### config.mk
export PLATFORM = sky130hd
export DESIGN_NAME = hte_ctrl
export DESIGN_NICKNAME = d
export VERILOG_FILES = /design/src/design/hte_pkg.sv /design/src/design/hte_ctrl.sv
export SDC_FILE = /design/constraint.sdc
export NUM_CORES = 1
export LEC_CHECK = 0
export BUFFER_PORTS_ARGS = -buffer_cell sky130_fd_sc_hd__buf_2
export CORE_MARGIN = 8
export CORE_UTILIZATION = 51
export DETAILED_ROUTE_END_ITERATION = 8
export GPL_TIMING_DRIVEN = 0
export HOLD_SLACK_MARGIN = 0.15
export PLACE_DENSITY = 0.79
export SYNTH_ARGS = -nofsm -noshare
export SYNTH_HDL_FRONTEND = slang
export SYNTH_SLANG_ARGS = --single-unit
### constraint.sdc
create_clock -name clk -period 1.7 [get_ports clk]
set_input_delay 0 -clock clk [delete_from_list [all_inputs] [get_ports clk]]
set_output_delay 0 -clock clk [all_outputs]
set_load 0.1 [all_outputs]
### src/design/hte_pkg.sv
// Shared types and constants of the homogeneous transform engine.
package hte_pkg;

  localparam int WORD_W = 32;
  localparam int FRAC_W = 16;
  localparam int IN_DATA_W = 4 * WORD_W;
  localparam int DIV_NUM_W = WORD_W + FRAC_W + 1;

  localparam logic signed [WORD_W-1:0] ONE = WORD_W'(1) << FRAC_W;
  localparam logic signed [WORD_W-1:0] WMAX = {1'b0, {(WORD_W-1){1'b1}}};
  localparam logic signed [WORD_W-1:0] WMIN = {1'b1, {(WORD_W-1){1'b0}}};

  localparam logic [3:0] CMD_IDENT     = 4'd0;
  localparam logic [3:0] CMD_TRANSLATE = 4'd1;
  localparam logic [3:0] CMD_SCALE     = 4'd2;
  localparam logic [3:0] CMD_ROT_X     = 4'd3;
  localparam logic [3:0] CMD_ROT_Y     = 4'd4;
  localparam logic [3:0] CMD_ROT_Z     = 4'd5;
  localparam logic [3:0] CMD_PERSP     = 4'd6;
  localparam logic [3:0] CMD_POINT     = 4'd7;
  localparam logic [3:0] CMD_HOMOG     = 4'd8;

  // Commands from the controller to the datapath.
  typedef struct packed {
    logic       capture;
    logic       load_ident;
    logic       mode_mat;
    logic       mul_en;
    logic       acc_en;
    logic       rnd_en;
    logic       div_start;
    logic       div_recip;
    logic [1:0] div_sel;
    logic       load_out;
    logic [3:0] cmd_code;
    logic [3:0] idx;
    logic [1:0] k;
  } hte_cmd_t;

  // Status from the datapath to the controller.
  typedef struct packed {
    logic a_zero;
    logic r3_zero;
    logic div_busy;
    logic out_free;
  } hte_stat_t;

endpackage

### src/design/hte_ctrl.sv
// Sequencer of the transform engine: steps products, rounding, divides and output.
module hte_ctrl (
  input  logic              clk,
  input  logic              rst,
  input  logic              s_tvalid,
  output logic              s_tready,
  input  logic [3:0]        s_tuser,
  input  hte_pkg::hte_stat_t stat,
  output hte_pkg::hte_cmd_t  cmd
);

  localparam logic [2:0] S_IDLE = 3'd0;
  localparam logic [2:0] S_MUL  = 3'd1;
  localparam logic [2:0] S_ACC  = 3'd2;
  localparam logic [2:0] S_RND  = 3'd3;
  localparam logic [2:0] S_POST = 3'd4;
  localparam logic [2:0] S_DIVS = 3'd5;
  localparam logic [2:0] S_DIVW = 3'd6;
  localparam logic [2:0] S_OUT  = 3'd7;

  logic [2:0] state, state_next;
  logic [3:0] cmd_code, cmd_code_next;
  logic [3:0] idx, idx_next;
  logic [1:0] k, k_next;
  logic [1:0] d, d_next;
  logic       mode_mat, mode_mat_next;
  logic       div_recip, div_recip_next;

  // Control registers.
  always_ff @(posedge clk) begin
    if (rst) begin
      state     <= S_IDLE;
      cmd_code  <= hte_pkg::CMD_IDENT;
      idx       <= '0;
      k         <= '0;
      d         <= '0;
      mode_mat  <= 1'b0;
      div_recip <= 1'b0;
    end else begin
      state     <= state_next;
      cmd_code  <= cmd_code_next;
      idx       <= idx_next;
      k         <= k_next;
      d         <= d_next;
      mode_mat  <= mode_mat_next;
      div_recip <= div_recip_next;
    end
  end

  assign s_tready = (state == S_IDLE);

  // Next state and command words.
  always_comb begin
    state_next     = state;
    cmd_code_next  = cmd_code;
    idx_next       = idx;
    k_next         = k;
    d_next         = d;
    mode_mat_next  = mode_mat;
    div_recip_next = div_recip;
    cmd            = '0;
    cmd.mode_mat   = mode_mat;
    cmd.div_recip  = div_recip;
    cmd.div_sel    = d;
    cmd.cmd_code   = cmd_code;
    cmd.idx        = idx;
    cmd.k          = k;
    case (state)
      S_IDLE: begin
        if (s_tvalid) begin
          cmd.capture   = 1'b1;
          cmd_code_next = s_tuser;
          idx_next      = '0;
          k_next        = '0;
          if (s_tuser == hte_pkg::CMD_IDENT) begin
            cmd.load_ident = 1'b1;
          end else if (s_tuser inside {[hte_pkg::CMD_TRANSLATE:hte_pkg::CMD_ROT_Z]}) begin
            mode_mat_next = 1'b1;
            state_next    = S_MUL;
          end else if (s_tuser == hte_pkg::CMD_PERSP) begin
            if (stat.a_zero) begin
              state_next = S_OUT;
            end else begin
              div_recip_next = 1'b1;
              state_next     = S_DIVS;
            end
          end else if (s_tuser inside {hte_pkg::CMD_POINT, hte_pkg::CMD_HOMOG}) begin
            mode_mat_next = 1'b0;
            state_next    = S_MUL;
          end
        end
      end
      S_MUL: begin
        cmd.mul_en = 1'b1;
        state_next = S_ACC;
      end
      S_ACC: begin
        cmd.acc_en = 1'b1;
        if (k == 2'd3) begin
          state_next = S_RND;
        end else begin
          k_next     = k + 2'd1;
          state_next = S_MUL;
        end
      end
      S_RND: begin
        cmd.rnd_en = 1'b1;
        k_next     = '0;
        if (mode_mat) begin
          if (idx == 4'd15) begin
            state_next = S_IDLE;
          end else begin
            idx_next   = idx + 4'd1;
            state_next = S_MUL;
          end
        end else if (idx == 4'd3) begin
          state_next = (cmd_code == hte_pkg::CMD_HOMOG) ? S_OUT : S_POST;
        end else begin
          idx_next   = idx + 4'd1;
          state_next = S_MUL;
        end
      end
      S_POST: begin
        div_recip_next = 1'b0;
        d_next         = '0;
        state_next     = stat.r3_zero ? S_OUT : S_DIVS;
      end
      S_DIVS: begin
        cmd.div_start = 1'b1;
        state_next    = S_DIVW;
      end
      S_DIVW: begin
        if (!stat.div_busy) begin
          if (div_recip) begin
            mode_mat_next = 1'b1;
            idx_next      = '0;
            k_next        = '0;
            state_next    = S_MUL;
          end else if (d == 2'd2) begin
            state_next = S_OUT;
          end else begin
            d_next     = d + 2'd1;
            state_next = S_DIVS;
          end
        end
      end
      S_OUT: begin
        if (stat.out_free) begin
          cmd.load_out = 1'b1;
          state_next   = S_IDLE;
        end
      end
      default: begin
        state_next = S_IDLE;
      end
    endcase
  end

endmodule

==> results by stage <==
Clock network:
- The TritonCTS clock tree is built.
- In this run the deepest clock path goes through 2 buffers.
- The clock-pin slew on the worst setup and hold paths is 0.10 ns.
- In this run the number of H-tree levels came out at 1.
- The root buffer selected by CTS is sky130_fd_sc_hd__clkbuf_4.
- Clock tree synthesis inserted a total of 3 buffers.
- The clock reaches the later pin of the worst-skew pair after 0.31 ns.
- The clock sink count is 17.

Critical path:
- The category of the worst setup path capture point is a primary output.
- The launch instance of the worst register-to-register path is state[2]$_SDFFE_PP0P_.
- The capture instance of the worst register-to-register path is idx[2]$_SDFFE_PP0P_.
- The setup check on the worst reg-to-reg path leaves a slack of 0.09 ns.
- For the worst setup path, the data arrival time is 1.64 ns.
- The critical path class is register to primary output.
- Measured in cells, the most critical reg-to-reg path has a length of 6.
- The worst setup path startpoint is state[2]$_SDFFE_PP0P_.
- Along the worst path, the maximum fanout reaches 5.
- STA classifies the critical path startpoint as a register.
- The endpoint required time on the critical path is 1.70 ns.
- In this run the worst setup path terminates at cmd[19].

Drt:
- The count of routing violations after the opening detailed-route iteration is 83.
- The post-detailed-route count of antenna-violating nets is 0.
- For this run, design rule violations remaining after detail routing come to 0.
- The first detailed-routing pass ran for 4 iterations.
- After detailed routing, the average wire length per cell comes to 14.7 um.
- The average via count per standard cell is 5.78.
- The total vias in the final route is 1255.
- The final layout contains routed wiring with a total length of 3.19 mm.

GRT:
- Entering global routing, the biggest net connects 11 pins.
- The number of global-route vias before repair came to 1202.
- The total overflow left after global routing is 0.
- The first global-routing pass estimated 5.32 mm of wire.
- Global routing used 16.0% of the available tracks across all layers.
- The number of antenna violations at the first check in global routing is 0.

Floorplan:
- The floorplan step defined a core boundary enclosing 0.00215 mm^2.
- The number of top-level design ports is 33.
- The overall die area is 0.00397 mm^2.
- The initial core utilization is 52.4%.
- The floorplan step set the die width to 63.0 um.
- The number of rows in the core area is 17.
- The die is 63.0 um tall.

STA:
- The final critical-path share of the clock period is 96.7%.
- The final worst slack is 0.0568 ns.
- The max-slew violation count is 0.
- The setup violation total in the final timing report is 0.
- The final worst clock skew is 0.00905 ns.
- Setup repair after global routing left no endpoint under its margin.
- The total count of hold-check failures in the final report was 0.
- The peak clock frequency supported by timing is 0.609 GHz.
- The measured slew at the worst slew-check pin is 0.484 ns.
- Headroom to the max-slew limit came out at 67.8%.
- The time the worst path needs with I/O delays and setup is 1.64 ns.

Placement:
- Before CTS, the worst setup slack after placement is 0.0343 ns.
- The count of buffers from port buffering is 29.
- The routability congestion estimate is 0.869.
- The HPWL after detailed placement is 2.32 mm.
- The number of instances in the placed design is 202.

Cells and area:
- The sequential cell area is 360 um^2.
- The number of nets at the end of the flow is 204.
- Cells with a size suffix above 1 make up 36.5% of the layout.
- Relative to the synthesized area, the layout overhead comes to 38.4%.
- After filler insertion, the fill cell instance count of the layout stands at 177.
- In the layout the commonest cells are 24 x sky130_fd_sc_hd__buf_2, 16 x sky130_fd_sc_hd__nand2_1, 13 x sky130_fd_sc_hd__a21oi_1.
- Leaving out filler cells and counting taps, the final layout contains 217.
- The multi-input logic area is 746 um^2.
- The commonest non-fill, non-tap cell in the layout is sky130_fd_sc_hd__buf_2.
- The antenna cell count is 0.

Synth:
- The most used flip-flop cell after synthesis is sky130_fd_sc_hd__dfxtp_1.
- The number of synthesized flops with an enable pin is 0.
- The proportion of synthesized flip-flops having asynchronous set or reset is 0%.
- The warning count from the yosys run is 0.
- In this run the mean area of a mapped cell was 7.77 um^2.
- The net count after synthesis is 159.
- After synthesis, flip-flops and latches occupy 30.2% of the total area.
- Synthesis handed over a netlist of 145 instances.
- The post-synthesis instance area is 0.00113 mm^2.
- In this run, synthesis produced a sequential element count of 17.
- The count of distinct cell types in the synthesized netlist is 44.

Run status:
- The run finished with clean final reports.

Job:
- The number of maximum-capacitance violations is 0.

Power and ir drop:
- In this run, the combinational gates consume 71.3% of the power.
- The share of total power in sequential cells is 20.6%.
- The clock share of power is 8.1%.
- Power spread over the standard cell area amounts to 1820 mW/mm^2.
- IR analysis of the VDD net gives a maximum drop of 1.05 mV.
- The reported leakage power is 0.647 nW.
- The switching power summed over all nets is 1.68 mW.
- The switching power as a share of total power is 59.4%.
- Cell internal power was estimated by the tool at 1.15 mW.

Hold path:
- In this run the worst hold path is classified as input pin to register.
[flip-flops by register name (all words and copies together) (netlist names)]
| signal | flops |
|---|---|
| d | 2 |
| k | 2 |
| mode_mat | 1 |
| state | 3 |
| idx | 4 |
| cmd_code | 4 |
| div_recip | 1 |
[metrics by stage]
step                cell area [um^2]  power [mW]  hold slack, ns  TNS (ns)  util [%]
floorplan                       1190        2.16          0.0620    -0.916         -
global placement                1370        2.42           0.280         0      63.7
detailed placement              1370        2.45           0.280         0      63.7
CTS                             1530        2.76           0.155         0      71.2
global route                    1560        2.97           0.222         0      72.6
finish                          1560        2.83           0.165         0      72.6
[power groups by stage]
stage                     Clock, mW  Combinational (mW)  Sequential (mW)
final                         0.230                2.02            0.582
after CTS                     0.232                1.96            0.570
after floorplan                   0                1.39            0.774
after detailed placement          0                1.89            0.561
after global placement            0                1.86            0.556
after global routing          0.252                2.13            0.592
[critical path, cell delays in order (launching register included)]
cell and delay, ns:
sky130_fd_sc_hd__dfxtp_4 0.38, sky130_fd_sc_hd__or4b_4 0.58, sky130_fd_sc_hd__nor3_4 0.18, sky130_fd_sc_hd__buf_12 0.20
[worst min-delay path by stage]
stage,start,endpoint,slack [ns],cells after the start
final,stat[2],state[1]$_SDFFE_PP0P_,0.16,5
after global routing,stat[2],state[1]$_SDFFE_PP0P_,0.22,5
after CTS,stat[2],state[1]$_SDFFE_PP0P_,0.16,5
after detailed placement,rst,cmd_code[1]$_SDFFE_PP0P_,0.28,2
after global placement,rst,idx[3]$_SDFFE_PP0P_,0.28,2
after floorplan,rst,idx[3]$_SDFFE_PP0P_,0.06,1
[synthesized netlist by cell type (all sizes together) (4+ instances only)]
master,instances,area (um^2)
nor3b,4,35.0
a31oi,5,31.3
buf,7,52.5
nand2,16,60.1
inv,6,22.5
a21oi,14,73.8
dfxtp,17,340
nor2,11,41.3
clkbuf,5,18.8
nand3,6,30.0
o21ai,7,46.3
nor3,4,20.0
[what timing repair did]
| action | CTS | global route |
|---|---|---|
| setup endpoints to repair | 5 | 10 |
| endpoints found under the hold margin | 11 | 0 |
| hold buffers | 9 | 0 |
| resized for setup | 13 | 10 |
| setup buffers | 4 | 0 |
| pin swaps | 2 | 2 |
[cell families after synthesis]
family | Yosys count | synth area share (%)
mux | 3 | 2.67
xor+xnor | 2 | 1.56
compound gates | 40 | 23.3
fa+ha+maj | 3 | 3.33
simple gates | 62 | 30.6
flops | 17 | 30.2
buf+inv | 18 | 8.33
[per-layer routing]
layer  track usage, %  wire (um)
met5                0          0
met1             16.3       1280
met2             28.3       1590
met4             8.83         80
met3             5.02        247
[layout make-up]
type / count / share of cell area (%)
tap: 28 / 2.25
timing repair buffer: 42 / 19.7
multi-input combinational: 110 / 47.8
clock inverter: 1 / 0.321
sequential: 17 / 23.1
clock buffer: 3 / 1.44
inverter: 6 / 1.69
buffer: 10 / 3.69
Power figures use the tool's default switching activity.
